===== config.mk =====
export PLATFORM = sky130hd
export DESIGN_NAME = scrolling_seven_segment_driver_flat
export DESIGN_NICKNAME = d
export VERILOG_FILES = /design/src/hdl/ssd_pkg.sv /design/src/hdl/ssd_in_if.sv /design/src/hdl/ssd_out_if.sv /design/src/hdl/ssd_bank_ram.sv /design/src/hdl/ssd_scroll_ctrl.sv /design/src/hdl/ssd_digit_out.sv /design/src/hdl/scrolling_seven_segment_driver.sv /design/src/flat_wrapper.sv
export SDC_FILE = /design/constraint.sdc
export NUM_CORES = 1
export LEC_CHECK = 0
export ABC_AREA = 0
export BUFFER_PORTS_ARGS = -buffer_cell sky130_fd_sc_hd__buf_4
export CORE_MARGIN = 8
export CORE_UTILIZATION = 40
export DETAILED_ROUTE_END_ITERATION = 8
export PLACE_DENSITY = 0.52
export SKIP_LAST_GASP = 1
export SLEW_MARGIN = 0
export SYNTH_ARGS = -nofsm -noshare
export SYNTH_HDL_FRONTEND = slang
export SYNTH_HIERARCHICAL = 1
export SYNTH_SLANG_ARGS = --single-unit

===== constraint.sdc =====
create_clock -name i_clk -period 11.5 [get_ports i_clk]
set_clock_uncertainty 0.05 [all_clocks]
set_input_delay 0.575 -clock i_clk [delete_from_list [all_inputs] [get_ports i_clk]]
set_output_delay 0.575 -clock i_clk [all_outputs]
set_load 0.02 [all_outputs]

===== src/hdl/ssd_pkg.sv =====
`timescale 1ns / 1ps
`default_nettype none

package ssd_pkg;

    localparam int TEXT_DEPTH = 32;
    localparam int NUM_DIGITS = 4;
    localparam int TEXT_AW    = $clog2(TEXT_DEPTH);
    localparam int DIGIT_W    = $clog2(NUM_DIGITS);
    localparam int BANK_DEPTH = TEXT_DEPTH / NUM_DIGITS;
    localparam int BANK_AW    = $clog2(BANK_DEPTH);
    localparam int SYM_W      = 8;
    localparam int CMD_W      = 2;
    localparam int SLOT_W     = 5;
    localparam int DELAY_W    = 8;
    localparam int LEN_W      = 6;
    localparam int CFG_IDX_W  = 1;
    localparam int CFG_DATA_W = 8;

    localparam logic [DELAY_W-1:0] DELAY_RST  = 8'd33;
    localparam logic [LEN_W-1:0]   LENGTH_RST = 6'd20;

    typedef logic [SYM_W-1:0] t_sym;

    typedef enum logic [CMD_W-1:0] {
        CMD_TICK     = 2'd0,
        CMD_TEXT_WR  = 2'd1,
        CMD_START    = 2'd2,
        CMD_DIGIT_WR = 2'd3
    } t_cmd;

    typedef enum logic [CFG_IDX_W-1:0] {
        CFG_SCROLL_DELAY  = 1'b0,
        CFG_SCROLL_LENGTH = 1'b1
    } t_cfg_idx;

    typedef struct packed {
        logic                                 we;
        logic [DIGIT_W-1:0]                   wbank;
        logic [BANK_AW-1:0]                   waddr;
        t_sym                                 wdata;
        logic                                 re;
        logic [NUM_DIGITS-1:0][BANK_AW-1:0]   raddr;
    } t_mem_req;

    typedef struct packed {
        logic               tick;
        logic               step;
        logic               dwrite;
        logic               scrolling;
        logic [DIGIT_W-1:0] digit;
        logic [DIGIT_W-1:0] rot;
        logic [DIGIT_W-1:0] dslot;
        t_sym               symbol;
    } t_stage;

endpackage

`default_nettype wire


===== src/hdl/ssd_in_if.sv =====
`timescale 1ns / 1ps
`default_nettype none

interface ssd_in_if;
    logic                        valid;
    logic                        ready;
    logic [ssd_pkg::CMD_W-1:0]   cmd;
    logic [ssd_pkg::SLOT_W-1:0]  slot;
    logic [ssd_pkg::SYM_W-1:0]   symbol;

    modport source (output valid, output cmd, output slot, output symbol, input ready);
    modport sink   (input valid, input cmd, input slot, input symbol, output ready);
endinterface

`default_nettype wire


===== src/hdl/ssd_out_if.sv =====
`timescale 1ns / 1ps
`default_nettype none

interface ssd_out_if;
    logic                         valid;
    logic                         ready;
    logic [ssd_pkg::DIGIT_W-1:0]  digit_index;
    logic [ssd_pkg::SYM_W-1:0]    segments;
    logic                         scrolling;

    modport source (output valid, output digit_index, output segments, output scrolling,
                    input ready);
    modport sink   (input valid, input digit_index, input segments, input scrolling,
                    output ready);
endinterface

`default_nettype wire


===== src/hdl/ssd_bank_ram.sv =====
`timescale 1ns / 1ps
`default_nettype none

module ssd_bank_ram (
    input  wire logic                         i_clk,
    input  wire logic                         i_we,
    input  wire logic [ssd_pkg::BANK_AW-1:0]  i_waddr,
    input  wire ssd_pkg::t_sym                i_wdata,
    input  wire logic                         i_re,
    input  wire logic [ssd_pkg::BANK_AW-1:0]  i_raddr,
    output ssd_pkg::t_sym                     o_rdata
);

    ssd_pkg::t_sym r_mem [ssd_pkg::BANK_DEPTH];
    ssd_pkg::t_sym r_rdata;

    always_ff @(posedge i_clk) begin
        if (i_we) begin
            r_mem[i_waddr] <= i_wdata;
        end
    end

    always_ff @(posedge i_clk) begin
        if (i_re) begin
            r_rdata <= r_mem[i_raddr];
        end
    end

    assign o_rdata = r_rdata;

endmodule

`default_nettype wire


===== src/hdl/ssd_scroll_ctrl.sv =====
`timescale 1ns / 1ps
`default_nettype none

module ssd_scroll_ctrl (
    input  wire logic                            i_clk,
    input  wire logic                            i_rst_n,
    ssd_in_if.sink                               i_item,
    input  wire logic                            i_cfg_we,
    input  wire logic [ssd_pkg::CFG_IDX_W-1:0]   i_cfg_index,
    input  wire logic [ssd_pkg::CFG_DATA_W-1:0]  i_cfg_data,
    input  wire logic                            i_b_free,
    output logic                                 o_a_move,
    output ssd_pkg::t_mem_req                    o_mem,
    output ssd_pkg::t_stage                      o_stage
);

    localparam int TEXT_AW = ssd_pkg::TEXT_AW;
    localparam int DIGIT_W = ssd_pkg::DIGIT_W;
    localparam int LEN_W   = ssd_pkg::LEN_W;
    localparam int DELAY_W = ssd_pkg::DELAY_W;

    logic                          r_in_vld;
    ssd_pkg::t_cmd                 r_cmd;
    logic [ssd_pkg::SLOT_W-1:0]    r_slot;
    ssd_pkg::t_sym                 r_symbol;

    logic [DELAY_W-1:0]            r_scroll_delay;
    logic [LEN_W-1:0]              r_scroll_length;

    logic [TEXT_AW-1:0]            r_scroll_pos, n_scroll_pos;
    logic [DELAY_W-1:0]            r_pause_count, n_pause_count;
    logic                          r_scroll_on, n_scroll_on;
    logic [DIGIT_W-1:0]            r_mux_digit, n_mux_digit;

    logic [DELAY_W-1:0]            pause_inc;
    logic [LEN_W-1:0]              eff_len;
    logic [LEN_W-1:0]              end_pos;
    logic [LEN_W-1:0]              pos_inc;
    logic                          is_tick;
    logic                          do_step;
    logic                          a_move;

    assign a_move       = r_in_vld && i_b_free;
    assign o_a_move     = a_move;
    assign i_item.ready = i_rst_n && (!r_in_vld || a_move);

    always_ff @(posedge i_clk) begin
        if (!i_rst_n) begin
            r_in_vld <= 1'b0;
        end else if (i_item.ready) begin
            r_in_vld <= i_item.valid;
        end
    end

    always_ff @(posedge i_clk) begin
        if (i_item.ready && i_item.valid) begin
            r_cmd    <= ssd_pkg::t_cmd'(i_item.cmd);
            r_slot   <= i_item.slot;
            r_symbol <= i_item.symbol;
        end
    end

    always_ff @(posedge i_clk) begin
        if (!i_rst_n) begin
            r_scroll_delay  <= ssd_pkg::DELAY_RST;
            r_scroll_length <= ssd_pkg::LENGTH_RST;
        end else if (i_cfg_we) begin
            unique case (ssd_pkg::t_cfg_idx'(i_cfg_index))
                ssd_pkg::CFG_SCROLL_DELAY: begin
                    r_scroll_delay <= i_cfg_data[DELAY_W-1:0];
                end
                ssd_pkg::CFG_SCROLL_LENGTH: begin
                    r_scroll_length <= i_cfg_data[LEN_W-1:0];
                end
                default: begin
                end
            endcase
        end
    end

    always_comb begin
        if (r_scroll_length < LEN_W'(ssd_pkg::NUM_DIGITS)) begin
            eff_len = LEN_W'(ssd_pkg::NUM_DIGITS);
        end else if (r_scroll_length > LEN_W'(ssd_pkg::TEXT_DEPTH)) begin
            eff_len = LEN_W'(ssd_pkg::TEXT_DEPTH);
        end else begin
            eff_len = r_scroll_length;
        end
    end

    assign end_pos   = eff_len - LEN_W'(ssd_pkg::NUM_DIGITS - 1);
    assign pos_inc   = LEN_W'(r_scroll_pos) + LEN_W'(1);
    assign pause_inc = r_pause_count + DELAY_W'(1);
    assign is_tick   = (r_cmd == ssd_pkg::CMD_TICK);
    assign do_step   = is_tick && r_scroll_on && !(pause_inc < r_scroll_delay);

    always_comb begin
        n_scroll_pos  = r_scroll_pos;
        n_pause_count = r_pause_count;
        n_scroll_on   = r_scroll_on;
        n_mux_digit   = r_mux_digit;
        unique case (r_cmd)
            ssd_pkg::CMD_TICK: begin
                n_mux_digit = r_mux_digit + DIGIT_W'(1);
                if (do_step) begin
                    n_pause_count = '0;
                    n_scroll_pos  = pos_inc[TEXT_AW-1:0];
                    n_scroll_on   = (pos_inc < end_pos);
                end else if (r_scroll_on) begin
                    n_pause_count = pause_inc;
                end
            end
            ssd_pkg::CMD_START: begin
                n_scroll_pos  = '0;
                n_pause_count = '0;
                n_scroll_on   = 1'b1;
            end
            default: begin
            end
        endcase
    end

    always_ff @(posedge i_clk) begin
        if (!i_rst_n) begin
            r_scroll_pos  <= '0;
            r_pause_count <= '0;
            r_scroll_on   <= 1'b0;
            r_mux_digit   <= '0;
        end else if (a_move) begin
            r_scroll_pos  <= n_scroll_pos;
            r_pause_count <= n_pause_count;
            r_scroll_on   <= n_scroll_on;
            r_mux_digit   <= n_mux_digit;
        end
    end

    // window of consecutive symbols lands one per bank
    always_comb begin
        logic [DIGIT_W-1:0] off;
        logic [TEXT_AW-1:0] sum;
        o_mem.we    = a_move && (r_cmd == ssd_pkg::CMD_TEXT_WR);
        o_mem.wbank = r_slot[DIGIT_W-1:0];
        o_mem.waddr = r_slot[TEXT_AW-1:DIGIT_W];
        o_mem.wdata = r_symbol;
        o_mem.re    = a_move && do_step;
        for (int k = 0; k < ssd_pkg::NUM_DIGITS; k++) begin
            off            = DIGIT_W'(k) - r_scroll_pos[DIGIT_W-1:0];
            sum            = r_scroll_pos + TEXT_AW'(off);
            o_mem.raddr[k] = sum[TEXT_AW-1:DIGIT_W];
        end
    end

    always_comb begin
        o_stage.tick      = is_tick;
        o_stage.step      = do_step;
        o_stage.dwrite    = (r_cmd == ssd_pkg::CMD_DIGIT_WR)
                            && (r_slot < ssd_pkg::SLOT_W'(ssd_pkg::NUM_DIGITS));
        o_stage.scrolling = n_scroll_on;
        o_stage.digit     = r_mux_digit;
        o_stage.rot       = r_scroll_pos[DIGIT_W-1:0];
        o_stage.dslot     = r_slot[DIGIT_W-1:0];
        o_stage.symbol    = r_symbol;
    end

    a_pos_range: assert property (@(posedge i_clk) disable iff (!i_rst_n)
        r_scroll_pos <= TEXT_AW'(ssd_pkg::TEXT_DEPTH - ssd_pkg::NUM_DIGITS + 1))
        else $error("scroll position past end of text");

    a_idle_pause: assert property (@(posedge i_clk) disable iff (!i_rst_n)
        !r_scroll_on |-> (r_pause_count == '0))
        else $error("pause count nonzero while idle");

    a_idle_hold: assert property (@(posedge i_clk) disable iff (!i_rst_n)
        (!r_scroll_on && !(a_move && r_cmd == ssd_pkg::CMD_START))
        |=> $stable(r_scroll_pos))
        else $error("scroll position moved while idle");

endmodule

`default_nettype wire


===== src/hdl/ssd_digit_out.sv =====
`timescale 1ns / 1ps
`default_nettype none

module ssd_digit_out (
    input  wire logic                                           i_clk,
    input  wire logic                                           i_rst_n,
    input  wire logic                                           i_a_move,
    input  wire ssd_pkg::t_stage                                i_stage,
    input  wire logic [ssd_pkg::NUM_DIGITS-1:0][ssd_pkg::SYM_W-1:0] i_rdata,
    output logic                                                o_b_free,
    ssd_out_if.source                                           o_result
);

    localparam int DIGIT_W = ssd_pkg::DIGIT_W;

    logic                  r_b_vld;
    ssd_pkg::t_stage       r_b;
    ssd_pkg::t_sym         r_digit [ssd_pkg::NUM_DIGITS];
    ssd_pkg::t_sym         n_digit [ssd_pkg::NUM_DIGITS];

    logic                  r_out_vld;
    logic [DIGIT_W-1:0]    r_out_digit;
    ssd_pkg::t_sym         r_out_seg;
    logic                  r_out_scroll;

    logic                  out_free;
    logic                  b_move;

    assign out_free = !r_out_vld || o_result.ready;
    assign b_move   = r_b_vld && (out_free || !r_b.tick);
    assign o_b_free = !r_b_vld || b_move;

    always_ff @(posedge i_clk) begin
        if (!i_rst_n) begin
            r_b_vld <= 1'b0;
        end else if (i_a_move) begin
            r_b_vld <= 1'b1;
        end else if (b_move) begin
            r_b_vld <= 1'b0;
        end
    end

    always_ff @(posedge i_clk) begin
        if (i_a_move) begin
            r_b <= i_stage;
        end
    end

    always_comb begin
        logic [DIGIT_W-1:0] idx;
        for (int i = 0; i < ssd_pkg::NUM_DIGITS; i++) begin
            idx        = r_b.rot + DIGIT_W'(i);
            n_digit[i] = r_digit[i];
            if (r_b.step) begin
                n_digit[i] = i_rdata[idx];
            end
            if (r_b.dwrite && (r_b.dslot == DIGIT_W'(i))) begin
                n_digit[i] = r_b.symbol;
            end
        end
    end

    always_ff @(posedge i_clk) begin
        if (!i_rst_n) begin
            for (int i = 0; i < ssd_pkg::NUM_DIGITS; i++) begin
                r_digit[i] <= '0;
            end
        end else if (b_move) begin
            for (int i = 0; i < ssd_pkg::NUM_DIGITS; i++) begin
                r_digit[i] <= n_digit[i];
            end
        end
    end

    always_ff @(posedge i_clk) begin
        if (!i_rst_n) begin
            r_out_vld <= 1'b0;
        end else if (b_move && r_b.tick) begin
            r_out_vld <= 1'b1;
        end else if (o_result.ready) begin
            r_out_vld <= 1'b0;
        end
    end

    always_ff @(posedge i_clk) begin
        if (b_move && r_b.tick) begin
            r_out_digit  <= r_b.digit;
            r_out_seg    <= n_digit[r_b.digit];
            r_out_scroll <= r_b.scrolling;
        end
    end

    assign o_result.valid       = r_out_vld;
    assign o_result.digit_index = r_out_digit;
    assign o_result.segments    = r_out_seg;
    assign o_result.scrolling   = r_out_scroll;

    a_no_overwrite: assert property (@(posedge i_clk) disable iff (!i_rst_n)
        (r_out_vld && !o_result.ready) |-> !(b_move && r_b.tick))
        else $error("pending result overwritten");

    a_silent_beat: assert property (@(posedge i_clk) disable iff (!i_rst_n)
        (b_move && !r_b.tick && out_free) |=> !r_out_vld)
        else $error("result raised by non-tick beat");

endmodule

`default_nettype wire


===== src/hdl/scrolling_seven_segment_driver.sv =====
// Path: an accepted beat passes through the input register, the text bank read
//   register and the output register. Throughput: one beat per cycle unless
//   o_result stalls a tick; ticks yield one result, other commands none.
// Reset (synchronous, active low) clears digits, scroll state and config to
//   their defaults; the text store is not cleared and holds garbage until written.
`timescale 1ns / 1ps
`default_nettype none

module scrolling_seven_segment_driver (
    input  wire logic                            i_clk,
    input  wire logic                            i_rst_n,
    ssd_in_if.sink                               i_item,
    ssd_out_if.source                            o_result,
    input  wire logic                            i_cfg_we,
    input  wire logic [ssd_pkg::CFG_IDX_W-1:0]   i_cfg_index,
    input  wire logic [ssd_pkg::CFG_DATA_W-1:0]  i_cfg_data
);

    logic                                                 a_move;
    logic                                                 b_free;
    ssd_pkg::t_mem_req                                    mem_req;
    ssd_pkg::t_stage                                      stage;
    logic [ssd_pkg::NUM_DIGITS-1:0][ssd_pkg::SYM_W-1:0]   rdata;

    ssd_scroll_ctrl u_ctrl (
        .i_clk       (i_clk),
        .i_rst_n     (i_rst_n),
        .i_item      (i_item),
        .i_cfg_we    (i_cfg_we),
        .i_cfg_index (i_cfg_index),
        .i_cfg_data  (i_cfg_data),
        .i_b_free    (b_free),
        .o_a_move    (a_move),
        .o_mem       (mem_req),
        .o_stage     (stage)
    );

    for (genvar k = 0; k < ssd_pkg::NUM_DIGITS; k++) begin : g_bank
        ssd_bank_ram u_bank (
            .i_clk   (i_clk),
            .i_we    (mem_req.we && (mem_req.wbank == ssd_pkg::DIGIT_W'(k))),
            .i_waddr (mem_req.waddr),
            .i_wdata (mem_req.wdata),
            .i_re    (mem_req.re),
            .i_raddr (mem_req.raddr[k]),
            .o_rdata (rdata[k])
        );
    end

    ssd_digit_out u_out (
        .i_clk    (i_clk),
        .i_rst_n  (i_rst_n),
        .i_a_move (a_move),
        .i_stage  (stage),
        .i_rdata  (rdata),
        .o_b_free (b_free),
        .o_result (o_result)
    );

endmodule

`default_nettype wire

===== src/flat_wrapper.sv =====
// flat-port wrapper written by rule: the top's interface ports become plain ports
module scrolling_seven_segment_driver_flat 
  (i_clk, i_rst_n, i_cfg_we, i_cfg_index, i_cfg_data, i_item_valid, i_item_cmd, i_item_slot, i_item_symbol, i_item_ready, o_result_valid, o_result_digit_index, o_result_segments, o_result_scrolling, o_result_ready);
  ssd_in_if i_item_i ();
  ssd_out_if o_result_i ();
  input  wire logic i_clk;
  input  wire logic i_rst_n;
  input  wire logic i_cfg_we;
  input  wire logic [ssd_pkg::CFG_IDX_W-1:0] i_cfg_index;
  input  wire logic [ssd_pkg::CFG_DATA_W-1:0] i_cfg_data;
  input wire logic [$bits(i_item_i.valid)-1:0] i_item_valid;
  input wire logic [$bits(i_item_i.cmd)-1:0] i_item_cmd;
  input wire logic [$bits(i_item_i.slot)-1:0] i_item_slot;
  input wire logic [$bits(i_item_i.symbol)-1:0] i_item_symbol;
  output wire logic [$bits(i_item_i.ready)-1:0] i_item_ready;
  output wire logic [$bits(o_result_i.valid)-1:0] o_result_valid;
  output wire logic [$bits(o_result_i.digit_index)-1:0] o_result_digit_index;
  output wire logic [$bits(o_result_i.segments)-1:0] o_result_segments;
  output wire logic [$bits(o_result_i.scrolling)-1:0] o_result_scrolling;
  input wire logic [$bits(o_result_i.ready)-1:0] o_result_ready;
  assign i_item_i.valid = i_item_valid;
  assign i_item_i.cmd = i_item_cmd;
  assign i_item_i.slot = i_item_slot;
  assign i_item_i.symbol = i_item_symbol;
  assign i_item_ready = i_item_i.ready;
  assign o_result_valid = o_result_i.valid;
  assign o_result_digit_index = o_result_i.digit_index;
  assign o_result_segments = o_result_i.segments;
  assign o_result_scrolling = o_result_i.scrolling;
  assign o_result_i.ready = o_result_ready;
  scrolling_seven_segment_driver u_core (.i_clk(i_clk), .i_rst_n(i_rst_n), .i_item(i_item_i), .o_result(o_result_i), .i_cfg_we(i_cfg_we), .i_cfg_index(i_cfg_index), .i_cfg_data(i_cfg_data));
endmodule

Word level (Yosys, flattened, before mapping)
Memories as Yosys holds them, arrays and structs flattened. A register that Yosys moved wholly into a read port is not among the register bits. Index checks and enable logic that the tools add are counted.

Register bits: 77. Latch bits: 0. Memory bits (writable): 288. Bits in read-only memories: 0. Bits of input ports: 29. Output and inout port bits: 13. Word-level logic and storage cells: 156. Memories kept: 5.

Add/subtract/negate cells: 15. Multiply operators: 0. Div/mod/pow operators: 0. Magnitude comparators: 10. Equal/unequal tests: 11. Shift-type cells: 0. Mux-type cells: 48. Bitwise gates (word level): 6. Reductions and logical operators: 38.

Memory list: u_core.g_bank[0].u_bank.r_mem (words 8, width 8, rd ports 1, clocked after Yosys merged registers in 1, wr ports 1, RTL line ssd_bank_ram.sv:14) `ssd_pkg::t_sym r_mem [ssd_pkg::BANK_DEPTH];`; u_core.g_bank[1].u_bank.r_mem (words 8, width 8, rd ports 1, clocked after Yosys merged registers in 1, wr ports 1, RTL line ssd_bank_ram.sv:14); u_core.g_bank[2].u_bank.r_mem (words 8, width 8, rd ports 1, clocked after Yosys merged registers in 1, wr ports 1, RTL line ssd_bank_ram.sv:14); u_core.g_bank[3].u_bank.r_mem (words 8, width 8, rd ports 1, clocked after Yosys merged registers in 1, wr ports 1, RTL line ssd_bank_ram.sv:14); u_core.u_out.r_digit (words 4, width 8, rd ports 4, clocked after Yosys merged registers in 0, wr ports 4, RTL line ssd_digit_out.sv:18) `ssd_pkg::t_sym r_digit [ssd_pkg::NUM_DIGITS];`.

Operators with widths (count): two-way mux 8 bit (20); binary-select mux 8 bit (select 2 bit) (5); adder 5 x 2 -> 5 bit (4); logical AND 1 bit (18); two-way mux 1 bit (17); case mux 8 bit (2 select lines) (1); equality test 2 bit (second input constant) (6); < comparator 2 x 3 -> 1 bit (second input constant) (4); two-way mux 6 bit (2); case mux 5 bit (2 select lines) (1); adder 8 x 1 -> 8 bit (second input constant) (1); < comparator 8 bit (1); adder 5 x 1 -> 6 bit (second input constant) (1); equality test 2 x 1 -> 1 bit (second input constant) (3); > comparator 6 bit (second input constant) (1); logical NOT 2 bit (3); < comparator 6 x 3 -> 1 bit (second input constant) (1); < comparator 6 bit (1); AND reduction 2 bit (3); AND reduction 3 bit (2); nonzero test 2 bit (3); subtractor 6 x 2 -> 6 bit (second input constant) (1); logical NOT 1 bit (5); < comparator 5 x 3 -> 1 bit (second input constant) (1); 13 further kinds (23).

Logic depth before layout (Yosys ltp)
Word-level depth: 10. Mapped depth: 11. Depth with buffers taken out: 10.

Cells and area by module
The synthesis kept the hierarchy.

Modules (own cells, without submodules): ssd_bank_ram (times used 4, cells each 114, area each 2771.4 um2, sequential area each 2162.1 um2); ssd_digit_out (times used 1, cells each 326, area each 3812.4 um2, sequential area each 1871.8 um2); ssd_scroll_ctrl (times used 1, cells each 286, area each 2610.0 um2, sequential area each 1071.0 um2); scrolling_seven_segment_driver (times used 1, cells each 4, area each 37.5 um2, sequential area each 0.0 um2).

Least setup slack after synthesis
OpenSTA, ideal clock, no wires.

Kind: register to register. Start point: register u_core.u_ctrl.r_pause_count[0]. End point: register u_core.g_bank[0].u_bank.r_rdata[0], read port of u_core.g_bank[0].u_bank.r_mem (enable). Library setup time: 0.421 ns. Data arrival time: 3.390 ns. Data required time: 11.029 ns. Setup slack: 7.639 ns. Cell stages (with the launch flop): 10. Buffers on the path: 0. Clock period less this slack: 3.861 ns. Cell sequence: dfxtp_1 > nand3_1 > or2_2 > and2_1 > or2_2 > ha_1 > nand4_1 > a21oi_2 > a211oi_2 > nor2_1.

RTL lines: start, declared (RTL line ssd_scroll_ctrl.sv:31) `logic [DELAY_W-1:0] r_pause_count, n_pause_count;`; start signal, assigned (RTL line ssd_scroll_ctrl.sv:131) `r_pause_count <= n_pause_count;`; end, declared (RTL line ssd_bank_ram.sv:15) `ssd_pkg::t_sym r_rdata;`.

==> results by group <==
Setup path
  – Crit path launch: u_core/u_out/o_result.valid$_SDFFE_PN0P_
  – Reg2reg start: u_core/u_out/o_result.valid$_SDFFE_PN0P_
  – Setup slack, reg-to-reg: 8060 ps
  – Worst setup endpoint: u_core/g_bank[0].u_bank/r_mem[4][0]$_DFFE_PP_
  – Worst path slowest cell: nor3b_1
  – Crit path kind: reg2reg
  – Critical path buffers and inverters: 0
  – Cell count along the critical path: 7
  – CP endpoint kind: flip-flop
  – Largest delay share family, worst path: simple AND/OR/NAND/NOR gates
  – Reg2Reg Capture Point: u_core/g_bank[0].u_bank/r_mem[4][0]$_DFFE_PP_
  – Critical Path AT: 3570 ps
  – Crit start category: flip-flop
  – CP max stage delay: 950 ps
  – Crit Path Max Fanout: 8
  – Crit-path cells: nor2b_1, nand3_1, nand2_2, nor3b_1, nor3b_2, nand2_1, nor3_1
  – CP required: 11630 ps
  – R2R cell count: 7

Clocking
  – CTS Hold Bufs: 0
  – Clock latency on the worst-skew pair: 570 ps
  – Post-CTS sizing: 0
  – TritonCTS clock tree: built
  – Num CTS Buffers: 44
  – Num Clock Sinks: 397
  – Setup Buffers After CTS: 0
  – Reg clk slew, reported paths: 60 ps
  – Clock Path Buffers: 3
  – Root Buffer: clkbuf_16
  – H-tree depth: 2

Synthesis
  – Synth area leader: edfxtp_1
  – Sequential-to-total area share from yosys stat: 66.06%
  – Mapped Area: 17550 sq um
  – Most frequent cell after synthesis: edfxtp_1
  – Top cells by area, synth: edfxtp_1 (62%), mux4_1 (9.0%), dfxtp_1 (3.8%)
  – Distinct cells, synth: 64
  – Post-synth EDFFs: 364
  – Mapped Cells: 1072
  – #FFs+latches synth: 397
  – Syn_nets: 1121
  – Async SR Flop Fraction: 0%
  – Synth Flop Type: edfxtp_1
  – Syn_area_per_cell: 16.37 sq um
  – Post-synth top area share: 62.30%
  – Top post-synthesis cells by count: edfxtp_1 (364), mux4_1 (60), nand2_1 (50)
  – Synth warn: 6

STA
  – Setup slack after layout: 8056 ps
  – Final setup vio count: 0
  – RSZ-0062 raised after global routing: false
  – Max_slew headroom: 14.62%
  – Upper clock frequency limit: 0.2904 GHz
  – Worst slew pin tran: 1281 ps
  – Part of the cycle the worst path needs: 29.95%
  – Hold slack final: 138.8 ps
  – Tmin final: 3444 ps
  – Final hold vios: 0
  – Final slew viol count: 0
  – Sum of negative setup slack: 0 ps

Global route
  – Gr usage total: 15.06%
  – First-pass GRT wire length: 58.24 mm
  – Initial antenna violation count: 0
  – Via count of the first global-routing pass: 9263
  – Largest net degree at the start of global routing: 43
  – Remaining Overflow, GRT: 0

Routing
  – # DRC: 0
  – Met3 wire length: 2.254 mm
  – Via count: 9433
  – Total Routed Length: 38.43 mm
  – DR top layer: met4
  – DR WL/cell: 22.26 um
  – Met2 routed WL: 17.14 mm
  – M1 wire length: 18.20 mm
  – Drt pass-1 iters: 5
  – Vias per cell: 5.465
  – Initial DRC count: 686
  – Post-DRT Antenna Nets: 0

Placement
  – Setup WS pre-CTS: 7721 ps
  – I/O Buffers: 41
  – DP HPWL: 24.76 mm
  – Placer Congestion: 0.7884

Floorplanning
  – Initial core utilization: 40.64%
  – Die area: 50820 sq um
  – Cell row count: 76
  – Top-level I/O count: 42
  – Chip width: 225.4 um
  – Die Ht: 225.4 um
  – Core Footprint: 43170 sq um

Power
  – Power, Total: 3.102 mW
  – VDD IR max: 133.5 uV
  – Leakage power: 6.610 nW
  – Cell Pwr Density: 157.3 nW/um^2

Layout
  – Final nets: 1155
  – Fin util: 45.66%
  – FILL cells: 3800
  – Share of cells above drive strength 1: 17.44%
  – Ant diodes: 0
  – Area grow syn2layout: 12.36%

Hold path
  – Worst Hold Class: in2reg

Flow run
  – Maxcap violations: 0

Run status
  – Status: complete, no violations
## area by class of cell
cell class / instances / area [sq um] / share of cell area [%]
Timing Repair Buffer: 60 / 450.4 / 2.285
Tap cell: 585 / 732.0 / 3.713
Sequential cell: 397 / 11590 / 58.80
Clock buffer: 48 / 1126 / 5.712
Inverter: 47 / 176.4 / 0.8949
Clock inverter: 33 / 315.3 / 1.599
Multi-Input combinational cell: 556 / 5323 / 27.00
## flip-flops by register name, indices dropped and copies added, names as in the netlist
name and count:
u_core/u_out/r_b 18, u_core/u_out/o_result.segments 8, u_core/u_ctrl/r_scroll_on 1, u_core/u_out/o_result.valid 1
u_core/u_ctrl/r_scroll_pos 5, u_core/u_out/o_result.digit_index 2, u_core/u_ctrl/r_cmd 2, u_core/u_ctrl/r_symbol 8
u_core/g_bank.u_bank/r_mem 256, u_core/u_ctrl/r_slot 5, u_core/u_out/r_b_vld 1, u_core/u_ctrl/r_mux_digit 2
u_core/u_ctrl/r_scroll_length 6, u_core/u_ctrl/r_pause_count 8, u_core/g_bank.u_bank/o_rdata 32, u_core/u_ctrl/r_in_vld 1
u_core/u_out/r_digit 32, u_core/u_out/o_result.scrolling 1, u_core/u_ctrl/r_scroll_delay 8
## per-stage QoR
| stage | cells | cell area, sq um |
|---|---|---|
| floorplan | 1072 | 17550 |
| global placement | 1645 | 18270 |
| detailed placement | 1645 | 18270 |
| CTS | 1726 | 19710 |
| global route | 1726 | 19710 |
| finish | 1726 | 19710 |
## report_power, final
| group | switching (mW) | internal (mW) | leakage (nW) |
|---|---|---|---|
| Combinational | 0.0589 | 0.0341 | 2.31 |
| Clock | 0.573 | 0.822 | 0.688 |
| Sequential | 0.0199 | 1.59 | 3.61 |
| Total | 0.652 | 2.45 | 6.61 |
## placed cells by master (no fill, tap or decap), drive strengths merged, types with 6 or more instances in the layout
cell | synthesis | final
o22a | 32 | 32
edfxtp | 364 | 364
nor2b | 6 | 6
nor3 | 11 | 11
and4 | 32 | 32
nand3 | 22 | 22
ha | 20 | 20
o21ai | 40 | 40
clkbuf | 26 | 48
inv | 45 | 47
clkinv | 2 | 22
or2 | 6 | 6
nand2b | 18 | 18
o211ai | 7 | 7
o22ai | 32 | 32
clkinvlp | 0 | 6
dfxtp | 33 | 33
mux4 | 72 | 72
a21oi | 24 | 24
xor2 | 7 | 7
nor2 | 47 | 47
buf | 46 | 60
xnor2 | 8 | 8
mux2i | 47 | 47
mux2 | 33 | 33
nand2 | 51 | 51
## metal layers
layer / vias to the layer above / GRT usage [%]
met3: 52 / 3.305
met4: 0 / 4.172
met1: 4787 / 21.55
met5: - / 0
met2: 247 / 22.92
li1: 4347 / -
## logic make-up after synthesis
kind of cell	count (synthesis)	share of synthesized area (%)
simple gates	216	6.910
fa+ha+maj	20	1.426
other cells	1	0.02137
xor+xnor	15	0.7488
buf+inv	119	3.658
flops	397	66.06
mux	152	15.32
compound gates	152	5.848
## worst register-to-register path, cell delays in order, from the launching register on
cell	delay, ps
dfxtp_1	300
nor2b_1	160
nand3_1	140
nand2_2	100
nor3b_1	950
nor3b_2	350
nand2_1	140
nor3_1	880
## worst min path at each step
stage                                         startpoint                                         to  slack (ps)  cells after the start
after global placement    u_core/u_out/r_b[14]$_DFFE_PP_  u_core/u_out/o_result.scrolling$_DFFE_PP_         350                      0
after detailed placement  u_core/u_out/r_b[14]$_DFFE_PP_  u_core/u_out/o_result.scrolling$_DFFE_PP_         360                      0
after global routing                      i_item_slot[4]          u_core/u_ctrl/r_slot[4]$_DFFE_PP_         100                      1
after floorplan           u_core/u_out/r_b[14]$_DFFE_PP_  u_core/u_out/o_result.scrolling$_DFFE_PP_         350                      0
after CTS                                 i_item_slot[4]          u_core/u_ctrl/r_slot[4]$_DFFE_PP_          90                      1
final                                   i_item_symbol[3]        u_core/u_ctrl/r_symbol[3]$_DFFE_PP_         140                      1
No activity file was read; power rests on OpenSTA's default activity.
